## config.mk

```make
export PLATFORM = sky130hd
export DESIGN_NAME = swm_alu
export DESIGN_NICKNAME = d
export VERILOG_FILES = /design/src/swm_pkg.sv /design/src/swm_alu.sv
export SDC_FILE = /design/constraint.sdc
export NUM_CORES = 1
export LEC_CHECK = 0
export ABC_AREA = 0
export ABC_CLOCK_PERIOD_IN_PS = 14600
export BUFFER_PORTS_ARGS = -buffer_cell sky130_fd_sc_hd__clkbuf_2
export CAP_MARGIN = 20
export CORE_ASPECT_RATIO = 0.9
export CORE_MARGIN = 4
export CORE_UTILIZATION = 58
export DETAILED_ROUTE_END_ITERATION = 8
export MAX_ROUTING_LAYER = met4
export PLACE_DENSITY_LB_ADDON = 0.05
export RECOVER_POWER = 25
export SYNTH_ARGS = -nofsm -noshare
export SYNTH_HDL_FRONTEND = slang
export SYNTH_SLANG_ARGS = --single-unit
```

## constraint.sdc

```tcl
create_clock -name vclk -period 14.6
set_clock_uncertainty 0.1 [all_clocks]
set_input_delay 3.65 -clock vclk [all_inputs]
set_output_delay 3.65 -clock vclk [all_outputs]
set_load 0.02 [all_outputs]
```

## src/swm_pkg.sv

```systemverilog
// ----------------------------------------------------------------------------
// Sliding window median - package
// Sequencer states, shared-unit operations and fixed field widths.
// ----------------------------------------------------------------------------
package swm_pkg;

    // Fixed field widths of the channels and the register
    localparam int unsigned IN_FIELD_BITS  = 16;
    localparam int unsigned MED_FIELD_BITS = 16;
    localparam int unsigned SUM_BITS       = 48;
    localparam int unsigned OUT_TDATA_BITS = MED_FIELD_BITS + SUM_BITS;
    localparam int unsigned WS_BITS        = 13;
    localparam int unsigned APB_DATA_BITS  = 32;
    localparam int unsigned APB_ADDR_BITS  = 3;

    // Register index, taken from paddr[2]
    localparam logic CFG_IDX_WINDOW_SIZE = 1'b0;

    // Sequencer states
    typedef enum logic [3:0] {
        ST_CLEAR,
        ST_IDLE,
        ST_OLD,
        ST_DN_WR,
        ST_UP_RD,
        ST_UP_WR,
        ST_SEL_RD,
        ST_SEL_CMP,
        ST_EMIT
    } swm_state_t;

    // Shared unit operations
    typedef enum logic [1:0] {
        ALU_INC,
        ALU_DEC,
        ALU_SEL
    } swm_alu_op_t;

    // Status flags returned by the shared unit
    typedef struct packed {
        logic last_level;   // tree index is at the root of the update chain
        logic take;         // select step moves right
    } swm_alu_flags_t;

endpackage

```

## src/swm_alu.sv

```systemverilog
// ----------------------------------------------------------------------------
// Sliding window median - shared tree unit
// Index stepping, count update and rank compare for tree update and select.
// ----------------------------------------------------------------------------
module swm_alu
    import swm_pkg::*;
#(
    parameter int unsigned SAMPLE_BITS = 16,
    parameter int unsigned CW          = 13
) (
    input  swm_alu_op_t             op,
    input  logic [SAMPLE_BITS:0]    base,      // tree index or select position
    input  logic [SAMPLE_BITS:0]    step,      // select step
    input  logic [CW-1:0]           mem_count, // counter read from the tree
    input  logic [CW-1:0]           rank,
    output logic [SAMPLE_BITS+1:0]  sum_idx,
    output logic [CW-1:0]           cnt_out,
    output swm_alu_flags_t          flags
);

    localparam int unsigned IW          = SAMPLE_BITS + 1;
    localparam int unsigned VALUE_COUNT = 1 << SAMPLE_BITS;

    logic [IW-1:0] lowbit;
    logic [IW-1:0] addend;

    // Index adder: parent step for updates, position plus step for select
    always_comb begin
        lowbit  = base & (~base + IW'(1));
        addend  = (op == ALU_SEL) ? step : lowbit;
        sum_idx = {1'b0, base} + {1'b0, addend};
    end

    // Counter arithmetic
    always_comb begin
        unique case (op)
            ALU_INC: cnt_out = mem_count + CW'(1);
            ALU_DEC: cnt_out = mem_count - CW'(1);
            ALU_SEL: cnt_out = rank - mem_count;
            default: cnt_out = mem_count;
        endcase
    end

    assign flags.last_level = (base == IW'(VALUE_COUNT));
    assign flags.take       = (sum_idx <= (IW + 1)'(VALUE_COUNT)) && (mem_count < rank);

endmodule

```

==> impl_metrics.yaml, run 1 <==
pwr:
  p_seq_share_pct: 0
  p_leak_nw: 1.634
  netSwitchingFraction_pct: 59.03
  internal-power_w: 0.00005852
  p_sw_w: 0.00008432
  powerDensity_nw_per_um2: 44.46
  irDropWorstVdd_v: 0.00002918
  pwr-share-comb_pct: 100.0
  clkPwrFrac_pct: 0
final_layout:
  final_nets: 569
  clock_buffers: 0
  design.seq.count: 0
  regArea_um2: 0
  syn_to_final_growth_pct: 18.78
  antenna_cells: 0
  layout-drive-gt1-share_pct: 24.24
min_path:
  min_path_type: "in2out"
  min_from: "base[15]"
detailed_routing:
  dr_total_vias: 3002
  post_drt_via_cell_ratio: 5.773
  wl_um: 7001
  drt_pre_antenna_iters: 4
  drtIter0Drc: 121
  wl_per_cell_um: 13.46
  drc: 0
  ant_nets: 0
floorplan:
  fp-row-count: 23
  core_area_um2: 4489
  die_w_um: 79.99
  die_y_um: 72.79
  die-area_um2: 5822
  num_io_pins: 95
  initial_utilization_pct: 60.26
clocking:
  holdBufCountCts: 0
  cts_setup_buffers: 0
  ctsResizeCount: 0
sta:
  finalHoldViolCount: 0
  min_period_ns: 11.41
  setup_tns_ns: 0
  rsz0062_at_grt: "no"
  worst_pin_slew_ns: 1.130
  fin_crit_sh_pct: 78.14
  max-slew-margin-rel_pct: 24.68
  drv_slew: 0
  finalSetupViolCount: 0
  layout_setup_ws_ns: 3.192
  max_freq_mhz: 87.66
worst_setup_path:
  critPathArrivalTime_ns: 7.66
  cp_max_fo: 29
  cp-end-kind: "primary output"
  crit_path_start_kind: "primary input"
  worstPathRequired_ns: 10.85
  critPathLaunch: "op[0]"
  path_class: "in2out"
grt:
  antenna_found_initial: 0
  grt_max_degree: 31
  grt_pass1_wl_um: 11520
  grt_pass1_vias: 2722
  grt_overflow: 0
  grt_util_all_layers_pct: 23.64
place:
  routabilityCongestion: 0.8592
  dp_hpwl_um: 6136
  place_ws_ns: 3.648
  placement.io_buffers: 95
synthesis:
  synth.distinct_cells: 69
  synthesis.area_um2: 2705
  yosys_warnings: 0
  synth.net_count: 481
  syn_inst: 372
  seq_area_frac_synth_pct: 0
  syn_area_per_cell_um2: 7.272
job:
  drv_cap: 0
run_status:
  outcome: "finished, final reports clean"
## Yosys cell counts (8+ instances only)
cell type / count / share of area [%]
ha_1: 44 / 20
nand2_1: 38 / 5.3
inv_1: 29 / 4.0
a21oi_1: 27 / 5.0
nor2_1: 26 / 3.6
o21ai_0: 24 / 4.4
xnor2_1: 16 / 5.2
a21o_1: 11 / 3.1
nor3_1: 10 / 1.9
o21a_1: 10 / 2.8
xor2_1: 10 / 3.2
clkbuf_1: 8 / 1.1
## worst max-delay path, stage by stage
cell and delay, ns:
clkbuf_1 0.81, nor2b_1 0.98, ha_1 0.43, a21o_1 0.19, a21oi_1 0.26, o21a_1 0.20, o31ai_1 0.13, o41ai_2 0.30
a21oi_1 0.07, a311o_1 0.32, nor3_1 0.13, clkbuf_2 0.19
## metrics by stage
step	instance area (um2)	util (%)	hold slack, ns	total power, W	std cells
after floorplan	2705	-	7.239	0.0001034	372
after global placement	3228	71.91	7.535	0.0001409	520
after detailed placement	3228	71.91	7.541	0.0001435	520
after CTS	3228	71.91	7.539	0.0001440	520
after global routing	3213	71.57	7.557	0.0001580	520
final	3213	71.57	7.538	0.0001428	520
## worst paths after layout
path | endpoint | slack, ns | depth (start not counted)
min | flags[1] | 7.54 | 3
max | cnt_out[12] | 3.19 | 12
## area by class of cell
type / count / area [um2]
Fill cell: 422 / 1276
Timing Repair Buffer: 96 / 474.2
Inverter: 29 / 108.9
Tap cell: 62 / 77.57
Multi-Input combinational cell: 333 / 2552
## metal layers
layer  global-route usage, %  wire (um)  vias to the layer above
li1                        -          -                     1568
met1                   31.05       3194                     1348
met2                   42.83       3360                       84
met3                  0.6173        425                        2
met4                  0.7505         21                        0
met5                       -          0                        -
## power by group through the flow
stage / Combinational (W) / Sequential [W] / Clock (W)
after global routing: 0.000158 / 0 / 0
after global placement: 0.000141 / 0 / 0
after floorplan: 0.000103 / 0 / 0
after CTS: 0.000144 / 0 / 0
final: 0.000143 / 0 / 0
after detailed placement: 0.000143 / 0 / 0
## cell usage in the layout, fill, tap and decap left out, types with 3 or more instances in the layout
cell      instances
xnor2_1          16
ha_1             44
a22o_1            3
nor3_1           10
and2_1            3
nor2_1           26
inv_1            29
nand2_1          38
or2_2             4
xor2_1           10
mux2i_1           6
nand3_1           5
o21bai_1          6
fa_1              3
clkbuf_1          7
a211oi_1          3
o31ai_1           5
nor2b_1           4
nor4_1            3
o21ai_0          24
a21o_1           11
clkbuf_2         88
or3_1             5
nand4_1           4
and3_1            3
a31oi_1           4
a32o_1            4
o21a_1           10
nand2b_1          6
a21oi_1          27
## cells by family (layout without fill, tap and decap cells)
logic type                 Yosys count  after routing  share of synthesized area (%)
buffers and inverters               39            125                          5.412
AOI/OAI and AO/OA                  129            129                          35.76
muxes                                7              7                          2.637
and+or+nand+nor                    124            124                          25.21
xor gates and xnor gates            26             26                          8.418
adders and majority gates           47             47                          22.57
(Power assumes the default switching activity.)
==> inputs of run 2 (changes only) <==
ABC_AREA = 1   (was 0)
ABC_CLOCK_PERIOD_IN_PS = 10000   (was 14600)
CORE_UTILIZATION = 49   (was 58)
clock period = 10 ns   (was 14.6 ns; I/O delays follow)
==> impl_metrics.yaml, run 2 <==
final_layout:
  syn_to_final_growth_pct: 18.41
  clock_buffers: 0
  layout_common_cells: "nand2_1 (148), inv_1 (93), clkbuf_2 (89)"
  fin_util_pct: 60.03
  layout-drive-gt1-share_pct: 20.61
  final_nets: 732
  fillers: 611
  antenna_cells: 0
  final-instance-count-excl-fill: 691
  final_common_cell: "nand2_1"
  regArea_um2: 0
  design.seq.count: 0
place:
  dp_cells: 691
  placement.io_buffers: 95
  routabilityCongestion: 0.9194
  dp_hpwl_um: 7287
synthesis:
  seq_area_frac_synth_pct: 0
  synth_most_common_cell: "nand2_1"
  synth.distinct_cells: 44
  yosys_warnings: 0
  synth.area.top_cells: "nand2_1 (19%), ha_1 (19%), inv_1 (12%), nand3_1 (9.0%), a21oi_1 (6.6%)"
  synthTopCellsByCount: "nand2_1 (148), inv_1 (92), nand3_1 (52)"
  synth.net_count: 640
  syn_area_per_cell_um2: 5.467
  synth_area_leader_cell: "nand2_1"
  synthesis.area_um2: 2903
  syn_inst: 531
  yosysTopAreaCellShare_pct: 19.14
clocking:
  ctsResizeCount: 0
  cts_setup_buffers: 0
  holdBufCountCts: 0
detailed_routing:
  wl_um: 8304
  post_drt_via_cell_ratio: 5.135
  wl_per_cell_um: 12.02
  dr_total_vias: 3548
  drtIter0Drc: 166
  drc: 0
  ant_nets: 0
  drt_pre_antenna_iters: 4
worst_setup_path:
  crit_path_start_kind: "primary input"
  path_class: "in2out"
  worstPathRequired_ns: 7.40
  endpoint: "flags[0]"
  critPathLaunch: "op[1]"
  cp_max_fo: 27
  critPathArrivalTime_ns: 6.11
  cp-end-kind: "primary output"
floorplan:
  initial_utilization_pct: 50.70
  die_w_um: 89.13
  fp-row-count: 26
  die-area_um2: 7221
  core_area_um2: 5725
  num_io_pins: 95
  die_y_um: 81.02
grt:
  antenna_found_initial: 0
  grt_pass1_vias: 3316
  grt_pass1_wl_um: 14260
  grt_util_all_layers_pct: 24.17
  grt_max_degree: 28
  grt_overflow: 0
sta:
  fin_crit_sh_pct: 87.10
  finalHoldViolCount: 0
  max-slew-margin-rel_pct: 58.83
  setup_tns_ns: 0
  worst_pin_slew_ns: 0.6168
  min_period_ns: 8.710
  max_freq_mhz: 114.8
  rsz0062_at_grt: "no"
  drv_slew: 0
  finalSetupViolCount: 0
pwr:
  powerDensity_nw_per_um2: 59.80
  power.total_w: 0.0002055
  irDropWorstVdd_v: 0.00003624
  p_leak_nw: 2.044
job:
  drv_cap: 0
run_status:
  outcome: "finished, final reports clean"
min_path:
  min_path_type: "in2out"
## run 2: changes by cell type in the layout (fill, tap and decap cells not counted), moves of 6 or more
cell and change:
o21a_1 -8, a21o_1 -10, xor2_1 -8, nand2b_1 -6
xnor2_1 -15, inv_1 +64, nor2_1 +9, nand2_1 +110
a21oi_1 +11, nand2_2 +14, mux2i_1 -6, nand3_1 +47
## run 2: kinds of logic (layout without fill, tap and decap cells)
family | Yosys count | count (layout) | share of synthesized area [%]
AOI/OAI and AO/OA | 95 | 95 | 19.79
and+or+nand+nor | 282 | 282 | 43.88
adders and majority gates | 47 | 47 | 21.03
buffers and inverters | 102 | 192 | 13.28
xor gates and xnor gates | 5 | 5 | 2.026
## run 2: metrics by stage
step	hold WS (ns)	setup WS, ns	instance area (um2)
6_report	5.240	1.290	3437
5_1_grt	5.259	0.8172	3437
4_1_cts	5.225	1.645	3445
3_5_place_dp	5.224	1.649	3445
3_3_place_gp	5.219	1.718	3445
2_1_floorplan	4.955	2.287	2903
## run 2: worst min path at each step
stage / start / endpoint / slack (ns) / cells after the start
2_1_floorplan: base[15] / flags[1] / 4.96 / 1
3_3_place_gp: base[15] / flags[1] / 5.22 / 3
6_report: base[15] / flags[1] / 5.24 / 3
5_1_grt: base[15] / flags[1] / 5.26 / 3
4_1_cts: base[15] / flags[1] / 5.22 / 3
3_5_place_dp: base[15] / flags[1] / 5.22 / 3
## run 2: where the power goes
part           leakage (nW)  switching, W  total (W)  internal, W
sequential                0             0          0            0
combinational          2.04      0.000133   0.000206    0.0000724
clock                     0             0          0            0
## run 2: final cells by class
cell class / instances / area (um2) / area share [%]
Multi-Input combinational cell: 429 / 2517 / 73.24
Timing Repair Buffer: 95 / 467.9 / 13.61
Inverter: 97 / 364.1 / 10.59
Tap cell: 70 / 87.58 / 2.548
## run 2: per-layer routing
layer | GRT usage (%) | part of all wire (%) | up-vias
li1 | - | - | 1931
met1 | 34.86 | 51 | 1506
met2 | 39.18 | 42 | 105
met3 | 0.5071 | 6.1 | 6
met4 | 2.083 | 1.0 | 0
met5 | - | 0 | -
## run 2: worst max-delay path, stage by stage
cell and delay (ns):
clkbuf_1 0.39, inv_1 0.29, nor2_4 0.53, inv_1 0.48
o21bai_1 0.24, inv_1 0.06, ha_1 0.20, inv_1 0.07
fa_1 0.15, inv_1 0.04, or2_2 0.26, nor2_1 0.11
nand3_1 0.10, nor2_2 0.12, nand3_2 0.09, nor2_4 0.11
nand3_2 0.06, a21oi_2 0.11, clkbuf_2 0.17
